--- src/gjdc_pkg.sv ---
// ----------------------------------------------------------------------------
// Gregorian / Julian day converter package
// Shared types, calendar constants and reciprocal constants for the
// constant divisions of the converter pipeline.
// ----------------------------------------------------------------------------
package gjdc_pkg;

   typedef enum logic {
      CMD_TO_JDN  = 1'b0,
      CMD_TO_DATE = 1'b1
   } cmd_type;

   typedef logic [13:0] year_type;
   typedef logic [3:0]  month_type;
   typedef logic [4:0]  day_type;
   typedef logic [4:0]  hour_type;
   typedef logic [5:0]  minute_type;
   typedef logic [5:0]  second_type;
   typedef logic [22:0] jdn_type;
   typedef logic [16:0] sod_type;

   // Register stages from an accepted item to its result.
   localparam int unsigned PIPE_DEPTH = 8;

   localparam int unsigned DAYS_400Y     = 146097;
   localparam int unsigned DAYS_4Y       = 1461;
   localparam int unsigned MONTH_SPAN    = 153;
   localparam int unsigned CENTURY       = 100;
   localparam int unsigned JDN_BASE      = 1721119;
   localparam int unsigned SHIFT_DAYS    = 1753164;
   localparam int unsigned SHIFT_YEARS   = 4800;
   localparam int unsigned YEAR_BIAS     = 400;
   localparam int unsigned JDN_OFFSET    = JDN_BASE - DAYS_400Y;
   localparam int unsigned DAY_SHIFT     = SHIFT_DAYS - JDN_BASE;
   localparam int unsigned JDN_MIN       = 1721060;
   localparam int unsigned JDN_MAX       = 7705192;
   localparam int unsigned SECS_PER_DAY  = 86400;
   localparam int unsigned SECS_PER_HOUR = 3600;
   localparam int unsigned SECS_PER_MIN  = 60;
   localparam int unsigned MONTH_MARCH   = 3;
   localparam int unsigned MONTH_ROLL    = 10;
   localparam int unsigned DAYS_PER_5    = 5;

   // Each reciprocal is ceil(2^S / D) with S = N + ceil(log2 D), which makes
   // the truncated product the exact quotient for every N-bit dividend.
   localparam int unsigned CENT_SHIFT = 22;
   localparam logic [15:0] CENT_MAGIC = 16'(((64'd1 << CENT_SHIFT) + 64'(CENTURY)
                                             - 64'd1) / 64'(CENTURY));
   localparam int unsigned CY_SHIFT = 43;
   localparam logic [25:0] CY_MAGIC = 26'(((64'd1 << CY_SHIFT) + 64'(DAYS_400Y)
                                           - 64'd1) / 64'(DAYS_400Y));
   localparam int unsigned YY_SHIFT = 29;
   localparam logic [18:0] YY_MAGIC = 19'(((64'd1 << YY_SHIFT) + 64'(DAYS_4Y)
                                           - 64'd1) / 64'(DAYS_4Y));
   localparam int unsigned MM_SHIFT = 19;
   localparam logic [11:0] MM_MAGIC = 12'(((64'd1 << MM_SHIFT) + 64'(MONTH_SPAN)
                                           - 64'd1) / 64'(MONTH_SPAN));
   localparam int unsigned DAY_SHIFT5 = 11;
   localparam logic [8:0]  DAY_MAGIC = 9'(((64'd1 << DAY_SHIFT5) + 64'(DAYS_PER_5)
                                          - 64'd1) / 64'(DAYS_PER_5));
   localparam int unsigned HOUR_SHIFT = 29;
   localparam logic [17:0] HOUR_MAGIC = 18'(((64'd1 << HOUR_SHIFT)
                                            + 64'(SECS_PER_HOUR) - 64'd1)
                                           / 64'(SECS_PER_HOUR));
   localparam int unsigned MIN_SHIFT = 18;
   localparam logic [12:0] MIN_MAGIC = 13'(((64'd1 << MIN_SHIFT)
                                           + 64'(SECS_PER_MIN) - 64'd1)
                                          / 64'(SECS_PER_MIN));

   // Days from the start of the March-based year to the first of the month,
   // (153 * m + 2) / 5, indexed by the calendar month as given. Month 0 acts
   // as December of the year before, months above 12 run on past February.
   function automatic logic [8:0] month_days(input month_type mo);
      logic [8:0] days;
      case (mo)
         4'd0:    days = 9'd275;
         4'd1:    days = 9'd306;
         4'd2:    days = 9'd337;
         4'd3:    days = 9'd0;
         4'd4:    days = 9'd31;
         4'd5:    days = 9'd61;
         4'd6:    days = 9'd92;
         4'd7:    days = 9'd122;
         4'd8:    days = 9'd153;
         4'd9:    days = 9'd184;
         4'd10:   days = 9'd214;
         4'd11:   days = 9'd245;
         4'd12:   days = 9'd275;
         4'd13:   days = 9'd306;
         4'd14:   days = 9'd337;
         default: days = 9'd367;
      endcase
      return days;
   endfunction

endpackage

--- src/gjdc_req_if.sv ---
// ----------------------------------------------------------------------------
// Converter request channel
// Valid/ready channel carrying one conversion request item.
// ----------------------------------------------------------------------------
interface gjdc_req_if import gjdc_pkg::*; ();
   logic       valid;
   logic       ready;
   cmd_type    cmd;
   year_type   year;
   month_type  month;
   day_type    day;
   hour_type   hour;
   minute_type minute;
   second_type second;
   jdn_type    day_number;
   sod_type    seconds_in;

   modport source (
      output valid, cmd, year, month, day, hour, minute, second, day_number,
             seconds_in,
      input  ready
   );

   modport sink (
      input  valid, cmd, year, month, day, hour, minute, second, day_number,
             seconds_in,
      output ready
   );
endinterface

--- src/gjdc_rsp_if.sv ---
// ----------------------------------------------------------------------------
// Converter response channel
// Valid/ready channel carrying one conversion result item.
// ----------------------------------------------------------------------------
interface gjdc_rsp_if import gjdc_pkg::*; ();
   logic       valid;
   logic       ready;
   jdn_type    jdn_out;
   sod_type    seconds_out;
   year_type   year_out;
   month_type  month_out;
   day_type    day_out;
   hour_type   hour_out;
   minute_type minute_out;
   second_type second_out;

   modport source (
      output valid, jdn_out, seconds_out, year_out, month_out, day_out,
             hour_out, minute_out, second_out,
      input  ready
   );

   modport sink (
      input  valid, jdn_out, seconds_out, year_out, month_out, day_out,
             hour_out, minute_out, second_out,
      output ready
   );
endinterface

--- src/gjdc_to_jdn.sv ---
// ----------------------------------------------------------------------------
// Date to day number datapath
// Four working stages turn a Gregorian date and time of day into the civil
// day number and seconds of the day, then a delay line evens the latency.
// ----------------------------------------------------------------------------
module gjdc_to_jdn import gjdc_pkg::*; (
   input  logic       clock,
   input  logic       en,
   input  year_type   year,
   input  month_type  month,
   input  day_type    day,
   input  hour_type   hour,
   input  minute_type minute,
   input  second_type second,
   output jdn_type    jdn,
   output sod_type    seconds
);

   localparam int unsigned JDN_PAD = PIPE_DEPTH - 4;

   typedef struct packed {
      logic [14:0] year;
      logic [8:0]  mterm;
      day_type     day;
      sod_type     sod;
   } s1_type;

   typedef struct packed {
      logic [7:0]  cent;
      logic [14:0] year;
      logic [8:0]  mterm;
      day_type     day;
      sod_type     sod;
   } s2_type;

   typedef struct packed {
      jdn_type     cterm;
      logic [6:0]  yr;
      logic [8:0]  mterm;
      day_type     day;
      sod_type     sod;
   } s3_type;

   typedef struct packed {
      jdn_type jdn;
      sod_type sod;
   } res_type;

   s1_type  s1_in, s1_ff;
   s2_type  s2_in, s2_ff;
   s3_type  s3_in, s3_ff;
   res_type s4_in, s4_ff;
   res_type pad_in [JDN_PAD];
   res_type pad_ff [JDN_PAD];

   logic [30:0] cent_prod;
   logic [24:0] cterm_prod;
   logic [17:0] yterm_prod;

   // January and February count as months 11 and 12 of the year before; the
   // bias keeps the year positive through the century split.
   always_comb begin
      s1_in.year  = 15'(year) + 15'(YEAR_BIAS)
                    - ((month >= 4'(MONTH_MARCH)) ? 15'd0 : 15'd1);
      s1_in.mterm = month_days(month);
      s1_in.day   = day;
      s1_in.sod   = 17'(hour) * 17'(SECS_PER_HOUR) + 17'(minute) * 17'(SECS_PER_MIN)
                    + 17'(second);
   end

   assign cent_prod = 31'(s1_ff.year) * 31'(CENT_MAGIC);

   always_comb begin
      s2_in.cent  = cent_prod[CENT_SHIFT +: 8];
      s2_in.year  = s1_ff.year;
      s2_in.mterm = s1_ff.mterm;
      s2_in.day   = s1_ff.day;
      s2_in.sod   = s1_ff.sod;
   end

   assign cterm_prod = 25'(s2_ff.cent) * 25'(DAYS_400Y);

   always_comb begin
      s3_in.cterm = cterm_prod[24:2];
      s3_in.yr    = 7'(s2_ff.year - 15'(s2_ff.cent) * 15'(CENTURY));
      s3_in.mterm = s2_ff.mterm;
      s3_in.day   = s2_ff.day;
      s3_in.sod   = s2_ff.sod;
   end

   assign yterm_prod = 18'(s3_ff.yr) * 18'(DAYS_4Y);

   always_comb begin
      s4_in.jdn = 23'(s3_ff.day) + s3_ff.cterm + 23'(yterm_prod[17:2])
                  + 23'(s3_ff.mterm) + 23'(JDN_OFFSET);
      s4_in.sod = s3_ff.sod;
   end

   always_comb begin
      pad_in[0] = s4_ff;
      for (int i = 1; i < JDN_PAD; i++) begin
         pad_in[i] = pad_ff[i - 1];
      end
   end

   always_ff @(posedge clock) begin
      if (en) begin
         s1_ff  <= s1_in;
         s2_ff  <= s2_in;
         s3_ff  <= s3_in;
         s4_ff  <= s4_in;
         pad_ff <= pad_in;
      end
   end

   assign jdn     = pad_ff[JDN_PAD - 1].jdn;
   assign seconds = pad_ff[JDN_PAD - 1].sod;

endmodule

--- src/gjdc_to_date.sv ---
// ----------------------------------------------------------------------------
// Day number to date datapath
// Eight stages split a civil day number into year, month and day through
// three chained constant divisions, each a reciprocal multiply followed by
// a remainder stage, and a final reciprocal divide by five for the day.
// ----------------------------------------------------------------------------
module gjdc_to_date import gjdc_pkg::*; (
   input  logic      clock,
   input  logic      en,
   input  jdn_type   day_number,
   output year_type  year,
   output month_type month,
   output day_type   day
);

   typedef struct packed {
      logic [7:0]  cy;
      logic [24:0] t;
   } s2_type;

   typedef struct packed {
      logic [7:0]  cy;
      logic [17:0] u;
   } s3_type;

   typedef struct packed {
      logic [7:0]  cy;
      logic [6:0]  yy;
      logic [17:0] u;
   } s4_type;

   typedef struct packed {
      logic [14:0] ysum;
      logic [10:0] v;
   } s5_type;

   typedef struct packed {
      logic [14:0] ysum;
      logic [3:0]  mm;
      logic [10:0] v;
   } s6_type;

   typedef struct packed {
      logic [14:0] ysum;
      logic [3:0]  mm;
      logic [7:0]  dd;
   } s7_type;

   typedef struct packed {
      year_type  year;
      month_type month;
      day_type   day;
   } s8_type;

   jdn_type     jd_clamp;
   logic [24:0] s1_in, s1_ff;
   s2_type      s2_in, s2_ff;
   s3_type      s3_in, s3_ff;
   s4_type      s4_in, s4_ff;
   s5_type      s5_in, s5_ff;
   s6_type      s6_in, s6_ff;
   s7_type      s7_in, s7_ff;
   s8_type      s8_in, s8_ff;

   logic [50:0] cy_prod;
   logic [24:0] r1;
   logic [36:0] yy_prod;
   logic [10:0] r2;
   logic [8:0]  d3;
   logic [22:0] mm_prod;
   logic [7:0]  r3;
   logic [16:0] day_prod;

   // Out-of-range day numbers are pinned to 0000-01-01 .. 16383-12-31 so the
   // year always fits.
   always_comb begin
      if (day_number < 23'(JDN_MIN)) begin
         jd_clamp = 23'(JDN_MIN);
      end else if (day_number > 23'(JDN_MAX)) begin
         jd_clamp = 23'(JDN_MAX);
      end else begin
         jd_clamp = day_number;
      end
      s1_in = ((25'(jd_clamp) + 25'(DAY_SHIFT)) << 2) - 25'd1;
   end

   assign cy_prod = 51'(s1_ff) * 51'(CY_MAGIC);

   always_comb begin
      s2_in.cy = cy_prod[CY_SHIFT +: 8];
      s2_in.t  = s1_ff;
   end

   // Rounding the remainder down to a multiple of four and adding three is
   // the same as forcing its two low bits high.
   assign r1 = s2_ff.t - 25'(s2_ff.cy) * 25'(DAYS_400Y);

   always_comb begin
      s3_in.cy = s2_ff.cy;
      s3_in.u  = {r1[17:2], 2'b11};
   end

   assign yy_prod = 37'(s3_ff.u) * 37'(YY_MAGIC);

   always_comb begin
      s4_in.cy = s3_ff.cy;
      s4_in.yy = yy_prod[YY_SHIFT +: 7];
      s4_in.u  = s3_ff.u;
   end

   always_comb begin
      r2         = 11'(s4_ff.u - 18'(s4_ff.yy) * 18'(DAYS_4Y));
      d3         = 9'((12'(r2) + 12'd4) >> 2);
      s5_in.v    = 11'(d3) * 11'(DAYS_PER_5) - 11'd3;
      s5_in.ysum = 15'(s4_ff.cy) * 15'(CENTURY) + 15'(s4_ff.yy);
   end

   assign mm_prod = 23'(s5_ff.v) * 23'(MM_MAGIC);

   always_comb begin
      s6_in.ysum = s5_ff.ysum;
      s6_in.mm   = mm_prod[MM_SHIFT +: 4];
      s6_in.v    = s5_ff.v;
   end

   always_comb begin
      r3         = 8'(s6_ff.v - 11'(s6_ff.mm) * 11'(MONTH_SPAN));
      s7_in.ysum = s6_ff.ysum;
      s7_in.mm   = s6_ff.mm;
      s7_in.dd   = r3 + 8'd5;
   end

   assign day_prod = 17'(s7_ff.dd) * 17'(DAY_MAGIC);

   // The March-based year rolls over to the calendar year in January.
   always_comb begin
      s8_in.day = day_prod[DAY_SHIFT5 +: 5];
      if (s7_ff.mm < 4'(MONTH_ROLL)) begin
         s8_in.month = s7_ff.mm + 4'd3;
         s8_in.year  = 14'(s7_ff.ysum - 15'(SHIFT_YEARS));
      end else begin
         s8_in.month = s7_ff.mm - 4'd9;
         s8_in.year  = 14'(s7_ff.ysum + 15'd1 - 15'(SHIFT_YEARS));
      end
   end

   always_ff @(posedge clock) begin
      if (en) begin
         s1_ff <= s1_in;
         s2_ff <= s2_in;
         s3_ff <= s3_in;
         s4_ff <= s4_in;
         s5_ff <= s5_in;
         s6_ff <= s6_in;
         s7_ff <= s7_in;
         s8_ff <= s8_in;
      end
   end

   assign year  = s8_ff.year;
   assign month = s8_ff.month;
   assign day   = s8_ff.day;

endmodule

--- src/gjdc_tod.sv ---
// ----------------------------------------------------------------------------
// Time of day splitter
// Reduces seconds since midnight into one day and splits them into hour,
// minute and second, then a delay line evens the latency.
// ----------------------------------------------------------------------------
module gjdc_tod import gjdc_pkg::*; (
   input  logic       clock,
   input  logic       en,
   input  sod_type    seconds_in,
   output hour_type   hour,
   output minute_type minute,
   output second_type second
);

   localparam int unsigned TOD_PAD = PIPE_DEPTH - 5;

   typedef struct packed {
      hour_type hour;
      sod_type  sod;
   } s2_type;

   typedef struct packed {
      hour_type    hour;
      logic [11:0] rem;
   } s3_type;

   typedef struct packed {
      hour_type    hour;
      minute_type  minute;
      logic [11:0] rem;
   } s4_type;

   typedef struct packed {
      hour_type   hour;
      minute_type minute;
      second_type second;
   } res_type;

   sod_type     s1_in, s1_ff;
   s2_type      s2_in, s2_ff;
   s3_type      s3_in, s3_ff;
   s4_type      s4_in, s4_ff;
   res_type     s5_in, s5_ff;
   res_type     pad_in [TOD_PAD];
   res_type     pad_ff [TOD_PAD];

   logic [34:0] hour_prod;
   logic [24:0] min_prod;

   // The field can exceed one day by less than a day, so one subtract wraps
   // it; no day is carried.
   assign s1_in = (seconds_in >= 17'(SECS_PER_DAY)) ? seconds_in - 17'(SECS_PER_DAY)
                                                    : seconds_in;

   assign hour_prod = 35'(s1_ff) * 35'(HOUR_MAGIC);

   always_comb begin
      s2_in.hour = hour_prod[HOUR_SHIFT +: 5];
      s2_in.sod  = s1_ff;
   end

   always_comb begin
      s3_in.hour = s2_ff.hour;
      s3_in.rem  = 12'(s2_ff.sod - 17'(s2_ff.hour) * 17'(SECS_PER_HOUR));
   end

   assign min_prod = 25'(s3_ff.rem) * 25'(MIN_MAGIC);

   always_comb begin
      s4_in.hour   = s3_ff.hour;
      s4_in.minute = min_prod[MIN_SHIFT +: 6];
      s4_in.rem    = s3_ff.rem;
   end

   always_comb begin
      s5_in.hour   = s4_ff.hour;
      s5_in.minute = s4_ff.minute;
      s5_in.second = 6'(s4_ff.rem - 12'(s4_ff.minute) * 12'(SECS_PER_MIN));
   end

   always_comb begin
      pad_in[0] = s5_ff;
      for (int i = 1; i < TOD_PAD; i++) begin
         pad_in[i] = pad_ff[i - 1];
      end
   end

   always_ff @(posedge clock) begin
      if (en) begin
         s1_ff  <= s1_in;
         s2_ff  <= s2_in;
         s3_ff  <= s3_in;
         s4_ff  <= s4_in;
         s5_ff  <= s5_in;
         pad_ff <= pad_in;
      end
   end

   assign hour   = pad_ff[TOD_PAD - 1].hour;
   assign minute = pad_ff[TOD_PAD - 1].minute;
   assign second = pad_ff[TOD_PAD - 1].second;

endmodule

--- src/gregorian_julian_day_converter_core.sv ---
// ----------------------------------------------------------------------------
// Gregorian / Julian day converter core
// Converts a Gregorian date and time to the civil day number and seconds of
// the day, or a day number and seconds back to a date and time.
// ----------------------------------------------------------------------------
// The core accepts one item per clock and returns its results in order; the
// pipeline depth is set by the day-number-to-date path, whose three chained
// constant divisions each take a reciprocal-multiply stage and a remainder
// stage, ahead of a final divide by five. When the response side stalls, the
// whole pipeline holds and the request side sees ready low for as long as the
// stall lasts. Fields that the chosen operation does not produce read as zero.
module gregorian_julian_day_converter_core import gjdc_pkg::*; (
   input  logic clock,
   input  logic reset,
   gjdc_req_if.sink   req_ch,
   gjdc_rsp_if.source rsp_ch
);

   logic                  advance;
   logic [PIPE_DEPTH-1:0] vld_in, vld_ff;
   logic [PIPE_DEPTH-1:0] cmd_in, cmd_ff;
   logic                  is_date;

   jdn_type    jdn;
   sod_type    sod;
   year_type   year;
   month_type  month;
   day_type    day;
   hour_type   hour;
   minute_type minute;
   second_type second;

   // The pipeline moves as one; it holds only while a finished item waits.
   assign advance      = !vld_ff[PIPE_DEPTH-1] || rsp_ch.ready;
   assign req_ch.ready = advance;

   assign vld_in = {vld_ff[PIPE_DEPTH-2:0], req_ch.valid};
   assign cmd_in = {cmd_ff[PIPE_DEPTH-2:0], req_ch.cmd};

   always_ff @(posedge clock) begin
      if (reset) begin
         vld_ff <= '0;
      end else if (advance) begin
         vld_ff <= vld_in;
      end
   end

   always_ff @(posedge clock) begin
      if (advance) begin
         cmd_ff <= cmd_in;
      end
   end

   gjdc_to_jdn u_to_jdn (
      .clock   (clock),
      .en      (advance),
      .year    (req_ch.year),
      .month   (req_ch.month),
      .day     (req_ch.day),
      .hour    (req_ch.hour),
      .minute  (req_ch.minute),
      .second  (req_ch.second),
      .jdn     (jdn),
      .seconds (sod)
   );

   gjdc_to_date u_to_date (
      .clock      (clock),
      .en         (advance),
      .day_number (req_ch.day_number),
      .year       (year),
      .month      (month),
      .day        (day)
   );

   gjdc_tod u_tod (
      .clock      (clock),
      .en         (advance),
      .seconds_in (req_ch.seconds_in),
      .hour       (hour),
      .minute     (minute),
      .second     (second)
   );

   assign is_date = (cmd_type'(cmd_ff[PIPE_DEPTH-1]) == CMD_TO_DATE);

   assign rsp_ch.valid       = vld_ff[PIPE_DEPTH-1];
   assign rsp_ch.jdn_out     = is_date ? '0 : jdn;
   assign rsp_ch.seconds_out = is_date ? '0 : sod;
   assign rsp_ch.year_out    = is_date ? year : '0;
   assign rsp_ch.month_out   = is_date ? month : '0;
   assign rsp_ch.day_out     = is_date ? day : '0;
   assign rsp_ch.hour_out    = is_date ? hour : '0;
   assign rsp_ch.minute_out  = is_date ? minute : '0;
   assign rsp_ch.second_out  = is_date ? second : '0;

`ifndef SYNTHESIS
   a_reset_empties: assert property (@(posedge clock) reset |=> !rsp_ch.valid)
      else $error("result valid straight after reset");

   a_stall_holds: assert property (@(posedge clock) disable iff (reset)
      !req_ch.ready |=> $stable(vld_ff) && $stable(cmd_ff))
      else $error("pipeline moved while the output item was stalled");

   a_date_ranges: assert property (@(posedge clock) disable iff (reset)
      rsp_ch.valid && is_date |->
         rsp_ch.month_out >= 4'd1 && rsp_ch.month_out <= 4'd12 &&
         rsp_ch.day_out >= 5'd1 && rsp_ch.day_out <= 5'd31 &&
         rsp_ch.hour_out <= 5'd23 && rsp_ch.minute_out <= 6'd59 &&
         rsp_ch.second_out <= 6'd59)
      else $error("date result field out of calendar range");
`endif

endmodule

--- src/flat_wrapper.sv ---
// flat-port wrapper written by rule: the top's interface ports become plain ports
module gregorian_julian_day_converter_core_flat import gjdc_pkg::*;
  (clock, reset, req_ch_valid, req_ch_cmd, req_ch_year, req_ch_month, req_ch_day, req_ch_hour, req_ch_minute, req_ch_second, req_ch_day_number, req_ch_seconds_in, req_ch_ready, rsp_ch_valid, rsp_ch_jdn_out, rsp_ch_seconds_out, rsp_ch_year_out, rsp_ch_month_out, rsp_ch_day_out, rsp_ch_hour_out, rsp_ch_minute_out, rsp_ch_second_out, rsp_ch_ready);
  gjdc_req_if req_ch_i ();
  gjdc_rsp_if rsp_ch_i ();
  input  logic clock;
  input  logic reset;
  input wire logic [$bits(req_ch_i.valid)-1:0] req_ch_valid;
  input wire logic [$bits(req_ch_i.cmd)-1:0] req_ch_cmd;
  input wire logic [$bits(req_ch_i.year)-1:0] req_ch_year;
  input wire logic [$bits(req_ch_i.month)-1:0] req_ch_month;
  input wire logic [$bits(req_ch_i.day)-1:0] req_ch_day;
  input wire logic [$bits(req_ch_i.hour)-1:0] req_ch_hour;
  input wire logic [$bits(req_ch_i.minute)-1:0] req_ch_minute;
  input wire logic [$bits(req_ch_i.second)-1:0] req_ch_second;
  input wire logic [$bits(req_ch_i.day_number)-1:0] req_ch_day_number;
  input wire logic [$bits(req_ch_i.seconds_in)-1:0] req_ch_seconds_in;
  output wire logic [$bits(req_ch_i.ready)-1:0] req_ch_ready;
  output wire logic [$bits(rsp_ch_i.valid)-1:0] rsp_ch_valid;
  output wire logic [$bits(rsp_ch_i.jdn_out)-1:0] rsp_ch_jdn_out;
  output wire logic [$bits(rsp_ch_i.seconds_out)-1:0] rsp_ch_seconds_out;
  output wire logic [$bits(rsp_ch_i.year_out)-1:0] rsp_ch_year_out;
  output wire logic [$bits(rsp_ch_i.month_out)-1:0] rsp_ch_month_out;
  output wire logic [$bits(rsp_ch_i.day_out)-1:0] rsp_ch_day_out;
  output wire logic [$bits(rsp_ch_i.hour_out)-1:0] rsp_ch_hour_out;
  output wire logic [$bits(rsp_ch_i.minute_out)-1:0] rsp_ch_minute_out;
  output wire logic [$bits(rsp_ch_i.second_out)-1:0] rsp_ch_second_out;
  input wire logic [$bits(rsp_ch_i.ready)-1:0] rsp_ch_ready;
  assign req_ch_i.valid = req_ch_valid;
  assign req_ch_i.cmd = req_ch_cmd;
  assign req_ch_i.year = req_ch_year;
  assign req_ch_i.month = req_ch_month;
  assign req_ch_i.day = req_ch_day;
  assign req_ch_i.hour = req_ch_hour;
  assign req_ch_i.minute = req_ch_minute;
  assign req_ch_i.second = req_ch_second;
  assign req_ch_i.day_number = req_ch_day_number;
  assign req_ch_i.seconds_in = req_ch_seconds_in;
  assign req_ch_ready = req_ch_i.ready;
  assign rsp_ch_valid = rsp_ch_i.valid;
  assign rsp_ch_jdn_out = rsp_ch_i.jdn_out;
  assign rsp_ch_seconds_out = rsp_ch_i.seconds_out;
  assign rsp_ch_year_out = rsp_ch_i.year_out;
  assign rsp_ch_month_out = rsp_ch_i.month_out;
  assign rsp_ch_day_out = rsp_ch_i.day_out;
  assign rsp_ch_hour_out = rsp_ch_i.hour_out;
  assign rsp_ch_minute_out = rsp_ch_i.minute_out;
  assign rsp_ch_second_out = rsp_ch_i.second_out;
  assign rsp_ch_i.ready = rsp_ch_ready;
  gregorian_julian_day_converter_core u_core (.clock(clock), .reset(reset), .req_ch(req_ch_i), .rsp_ch(rsp_ch_i));
endmodule
--- config.mk ---
export PLATFORM = sky130hd
export DESIGN_NAME = gregorian_julian_day_converter_core_flat
export DESIGN_NICKNAME = d
export VERILOG_FILES = /design/src/gjdc_pkg.sv /design/src/gjdc_req_if.sv /design/src/gjdc_rsp_if.sv /design/src/gjdc_to_jdn.sv /design/src/gjdc_to_date.sv /design/src/gjdc_tod.sv /design/src/gregorian_julian_day_converter_core.sv /design/src/flat_wrapper.sv
export SDC_FILE = /design/constraint.sdc
export NUM_CORES = 2
export LEC_CHECK = 0
export BUFFER_PORTS_ARGS = -buffer_cell sky130_fd_sc_hd__buf_4
export CAP_MARGIN = 10
export CORE_MARGIN = 2
export CORE_UTILIZATION = 46
export CTS_BUF_LIST = sky130_fd_sc_hd__clkbuf_4
export DETAILED_ROUTE_END_ITERATION = 8
export GPL_ROUTABILITY_DRIVEN = 0
export PLACE_DENSITY = 0.63
export SYNTH_ARGS = -nofsm -noshare
export SYNTH_HDL_FRONTEND = slang
export SYNTH_SLANG_ARGS = --single-unit
--- constraint.sdc ---
create_clock -name clock -period 31.3 [get_ports clock]
set_input_delay 1.565 -clock clock [delete_from_list [all_inputs] [get_ports clock]]
set_output_delay 1.565 -clock clock [all_outputs]
set_load 0.02 [all_outputs]
* After elaboration in Yosys (flattened, before gate mapping)
Memories as Yosys holds them, arrays and structs flattened. A register that Yosys moved wholly into a read port is not among the register bits.
Cells that the tools add are included.
** Storage, ports and cells
- Bits in registers :: 695
- Bits in read-only memories :: 144
- Input port bits :: 85
- Output and inout port bits :: 82
- Memories :: 1
** Operators by class
- Add/sub/neg operators :: 26
- Multiply operators :: 19
- Magnitude comparators :: 5
- Mux-type cells :: 13
- Reductions and logical operators :: 2
** Memory list
- (name not given) :: words 16, bits a word 9, read ports 1, clocked after Yosys merged registers in 1, write ports 0, line gjdc_pkg.sv:75 : case (mo)
** Operator list (number)
- $mux W23 :: 3
- $mul A25 B24 Y49 const B :: 1
- $mul A18 B19 Y36 const B :: 1
- $mul A17 B18 Y34 const B :: 1
- $mux W17 :: 2
- $sub A14 B13 Y14 const B :: 2
- $mul A15 B13 Y27 const B :: 1
- $mul A8 B18 Y25 const B :: 1
- $sub A25 B1 Y25 const B :: 1
- $add A23 B15 Y23 const B :: 1
- $add A23 B16 Y23 :: 1
- $add A23 B21 Y23 const B :: 1
- $add A23 B9 Y23 :: 1
- $add A5 B23 Y23 :: 1
- $gt A23 B23 Y1 const B :: 1
- $lt A23 B21 Y1 const B :: 1
- $mul A11 B12 Y23 const B :: 1
- $mul A12 B12 Y23 const B :: 1
- $mul A7 B11 Y18 const B :: 1
- $mul A8 B18 Y18 const B :: 1
- $mux W18 :: 1
- $sub A18 B18 Y18 :: 1
- $add A17 B12 Y17 :: 1
- $add A17 B6 Y17 :: 1
- 35 further kinds :: 37

* Longest topological paths before layout
- Word-level depth :: 5
- Mapped depth :: 27

* Modules after synthesis
Synthesis repeated with hierarchy kept, for this count alone.
** Unflattened totals
- Cells, all modules :: 5414
- Area total of the unflattened synthesis :: 64210.3 sq um
** By module, submodules not included
- gjdc_to_date :: times used 1, cells an instance 2784, area an instance 30362.9 sq um, seq. area each 5855.6 sq um
- gjdc_to_jdn :: times used 1, cells an instance 1618, area an instance 21958.6 sq um, seq. area each 10600.2 sq um
- gjdc_tod :: times used 1, cells an instance 889, area an instance 10794.1 sq um, seq. area each 4083.9 sq um
- gregorian_julian_day_converter_core :: times used 1, cells an instance 123, area an instance 1094.8 sq um, seq. area each 400.4 sq um

* Worst setup path after synthesis
No wires, ideal clock.
- Path kind :: in2reg
- From :: input rsp_ch_ready
- To :: register u_core.cmd_ff[0] (enable)
- Setup time :: 5.476 ns
- Arrival time :: 14.640 ns
- Data required time :: 25.824 ns
- Setup slack :: 11.183 ns
- Cell stages on the path :: 3
- Path buffers :: 1
- Cells stage by stage :: nor2b_1 -> clkbuf_1 -> clkinv_1
** Between the ends
- Word-level cells in the longest chain between the ends :: 1
** Ends and longest elaborated chain
- start, declared :: line flat_wrapper.sv:28 : input wire logic [$bits(rsp_ch_i.ready)-1:0] rsp_ch_ready;
- $logic_or A1 B1 Y1 :: line gregorian_julian_day_converter_core.sv:34 : assign advance = !vld_ff[PIPE_DEPTH-1] || rsp_ch.ready;
- via req_ch_ready :: line flat_wrapper.sv:18 : output wire logic [$bits(req_ch_i.ready)-1:0] req_ch_ready;
- end signal, assigned :: line gregorian_julian_day_converter_core.sv:50 : cmd_ff <= cmd_in;
- end, declared :: line gregorian_julian_day_converter_core.sv:21 : logic [PIPE_DEPTH-1:0] cmd_in, cmd_ff;
The timed path passes the listed nets, and every way through them passes these cells.
A chain may end at the register's enable or synchronous reset.

* Worst setup path after layout
- From :: register u_core.u_to_date.s1_ff[2]
- To :: register u_core.u_to_date.s2_ff[32] in the netlist's numbering (data pin)
** Between the ends
- Word-level cells in the longest chain between the ends :: 1
** Ends and longest elaborated chain
- start, declared :: line gjdc_to_date.sv:56 : logic [24:0] s1_in, s1_ff;
- start signal, assigned :: line gjdc_to_date.sv:149 : s1_ff <= s1_in;
- $mul A25 B24 Y49 :: line gjdc_to_date.sv:87 : assign cy_prod = 51'(s1_ff) * 51'(CY_MAGIC);
- via u_core.u_to_date.cy_prod[50] :: line gjdc_to_date.sv:65 : logic [50:0] cy_prod;
- end signal, assigned :: line gjdc_to_date.sv:150 : s2_ff <= s2_in;
- end, declared :: line gjdc_to_date.sv:57 : s2_type s2_in, s2_ff;
The timed path passes the listed nets, and every way through them passes these cells.

==> summary.txt <==
Max Cap Viol - 0
most common cell after layout, fill and taps aside - inv_1
HPWL after detailed placement - 93460 um
first-pass GRT wire length - 188100 um
1st-pass router iterations - 5
sequential share of the synthesized area - 0.3351
setup TNS after final layout - 0 ps
min Tclk post-route - 7120 ps
Cell Area, Synth - 0.06248 mm^2
commonest cells after routing, fill and taps aside - 1232 x inv_1, 1163 x ha_1, 692 x edfxtp_1
Syn Inst Count - 5153
total number of vias - 35914
DRT Wirelength - 112500 um
vias in the first global route - 38084
crit path DAT - 7990 ps
Initial DRC Count - 1327
Tcrit/Tclk final - 0.2275
Initial Utilization - 0.4624
Yosys warnings - 0
drt via density - 4.844
row count - 135
Post-CTS Resized - 0
Worst Tran Pin Value - 1075 ps
chip width - 372.6 um
NumNets Final - 7408
# setup viols final - 0
CP Launch Point - u_core.u_to_date.s1_ff[2]$_DFFE_PP_
core footprint - 0.1351 mm^2
Post-synth EDFFs - 692
share of flip-flops with an asynchronous set or reset - 0
Most used DFF post-synth - edfxtp_1
Max transition margin - 0.2834
Fin Clk Skew - 97.79 ps
CTS tree - built
die area - 0.1388 mm^2
initial antenna violation count - 3
total track usage - 0.1697
Critical Path Fanout Max - 12
drt wl/cell - 15.18 um
ratio of cells with drive above 1 in the final layout - 0.08942
Area Overhead vs Synth - 9.399%
r2r startpoint - u_core.u_to_date.s1_ff[2]$_DFFE_PP_
Hold Vio Cnt, Final - 0
post-synthesis cell type count - 83
largest net degree at the start of global routing - 88
Num CTS Buffers - 184
CTS root buf - clkbuf_4
fmax - 140.5 MHz
#FFs+latches synth - 700
# port buffers - 166
syn_nets - 7069
Filler cells - 11912
CP Data Required Time - 32170 ps
crit start category - register
clk slew on worst S/H paths - 70 ps
Synth Area per Inst - 12.13 um^2
# Post-CTS Setup Buffers - 0
DRC - 0
Top Ports - 167
Clock Path Buffers - 3
clock insertion delay at the later pin of the skew report - 1180 ps
RSZ-0062 raised after global routing - no
Hold Startpoint - u_core.u_to_jdn.pad_ff[81]$_DFFE_PP_
total congestion overflow - 0
Final ANT Viol Nets - 0
Slew Limit Fails - 0
Post-CTS Hold Buffers - 0
clock sink total - 700
CP Class - register to register
status - complete, no violations
Die Height - 372.6 um
CP endpoint kind - register
H-tree depth - 4
worst min path class - register to register
==> synth_stat cells, types with 8 or more instances <==
master | n | area, um^2
ha_1 | 1163 | 14550
a31oi_1 | 11 | 68.82
xnor2_1 | 217 | 1901
o31ai_1 | 14 | 105.1
nand3_1 | 40 | 200.2
o21a_1 | 29 | 217.7
nor3_1 | 46 | 230.2
or2_2 | 12 | 75.07
and3_1 | 25 | 156.4
edfxtp_1 | 692 | 20780
a21oi_1 | 168 | 840.8
nor2_1 | 132 | 495.5
clkbuf_1 | 19 | 71.32
nor2b_1 | 62 | 387.9
or3_1 | 14 | 87.58
a211oi_1 | 17 | 127.6
nand2b_1 | 17 | 106.4
a21o_1 | 66 | 495.5
xor2_1 | 73 | 639.4
dfxtp_1 | 8 | 160.2
and2_1 | 53 | 331.6
inv_1 | 1232 | 4624
nand2_1 | 96 | 360.4
a211o_1 | 10 | 87.58
nand4_1 | 19 | 118.9
o211ai_1 | 10 | 75.07
o21bai_1 | 29 | 217.7
nor4_1 | 10 | 62.56
o21ai_0 | 77 | 385.4
fa_1 | 668 | 13370
==> routing by layer <==
| layer | track usage | part of all wire | wire length, um | vias to the layer above |
|---|---|---|---|---|
| met5 | 0 | 0 | 0 | - |
| met4 | 0.04935 | 0.021 | 2347 | 0 |
| met3 | 0.03283 | 0.037 | 4218 | 151 |
| met2 | 0.2808 | 0.48 | 53590 | 496 |
| met1 | 0.2265 | 0.47 | 52350 | 17346 |
| li1 | - | - | - | 17921 |
==> final timing paths <==
kind / end / slack, ps / cells past startpoint
worst max-delay path: u_core.u_to_date.s2_ff[32]$_DFFE_PP_ / 24180 / 20
worst min-delay path: u_core.u_to_jdn.pad_ff[41]$_DFFE_PP_ / 390 / 0
worst max register to register: u_core.u_to_date.s2_ff[32]$_DFFE_PP_ / 24180 / 20
worst min register to register: u_core.u_to_jdn.pad_ff[41]$_DFFE_PP_ / 390 / 0
==> through the flow <==
stage               cell area, um^2  cells  utilization  hold WS, ps  setup slack (ps)
floorplan                     62480   5153            -        400.3             11180
global placement              65950   7087       0.4880        400.5             24460
detailed placement            65950   7087       0.4880        404.5             24290
CTS                           68340   7406       0.5057        377.7             24200
global route                  68360   7414       0.5059        397.9             23840
finish                        68360   7414       0.5059        393.0             24180
==> cell families after synthesis <==
kind of cell               Yosys count  synth area share
muxes                                7          0.001382
DFF                                700            0.3351
buffers and inverters             1257           0.07569
adders and majority gates         1831            0.4469
AOI/OAI and AO/OA                  508           0.05333
and+or+nand+nor                    560           0.04692
xor gates and xnor gates           290           0.04065
==> worst max-delay path, cell delays in order, from the launching register on <==
cell and delay [ps]:
edfxtp_1 650, inv_1 290, fa_1 540, inv_1 50, fa_1 500, fa_1 560, inv_1 60, fa_1 450
fa_1 510, fa_1 480, fa_1 520, inv_1 50, ha_1 300, a211o_1 310, a211o_1 310, o21ai_0 250
a211oi_1 120, o21ai_0 400, a21oi_1 170, a21oi_1 210, xnor2_1 80
==> state kept, by name (all words and copies together) (netlist names), 25 cells and up <==
register                count
u_core.u_to_date.s5_ff     25
u_core.u_to_jdn.pad_in     40
u_core.u_to_jdn.pad_ff    120
u_core.u_to_jdn.s1_ff      46
u_core.u_to_jdn.s3_ff      61
u_core.u_tod.pad_ff        34
u_core.u_to_date.s6_ff     26
u_core.u_to_jdn.s2_ff      46
u_core.u_to_date.s7_ff     26
==> cell type report <==
cell class | instances | area (um^2) | area share
tap | 1781 | 2228 | 0.03260
sequential | 700 | 20940 | 0.3063
multi-input combinational | 3196 | 36810 | 0.5386
inverter | 1233 | 4636 | 0.06782
timing repair buffer | 177 | 1329 | 0.01944
clock inverter | 67 | 498.0 | 0.007285
antenna | 8 | 20.02 | 0.0002929
clock buffer | 252 | 1892 | 0.02768
Power is not shown: default switching activity piles up to over one toggle a cycle in this logic, so the estimate is an artifact.
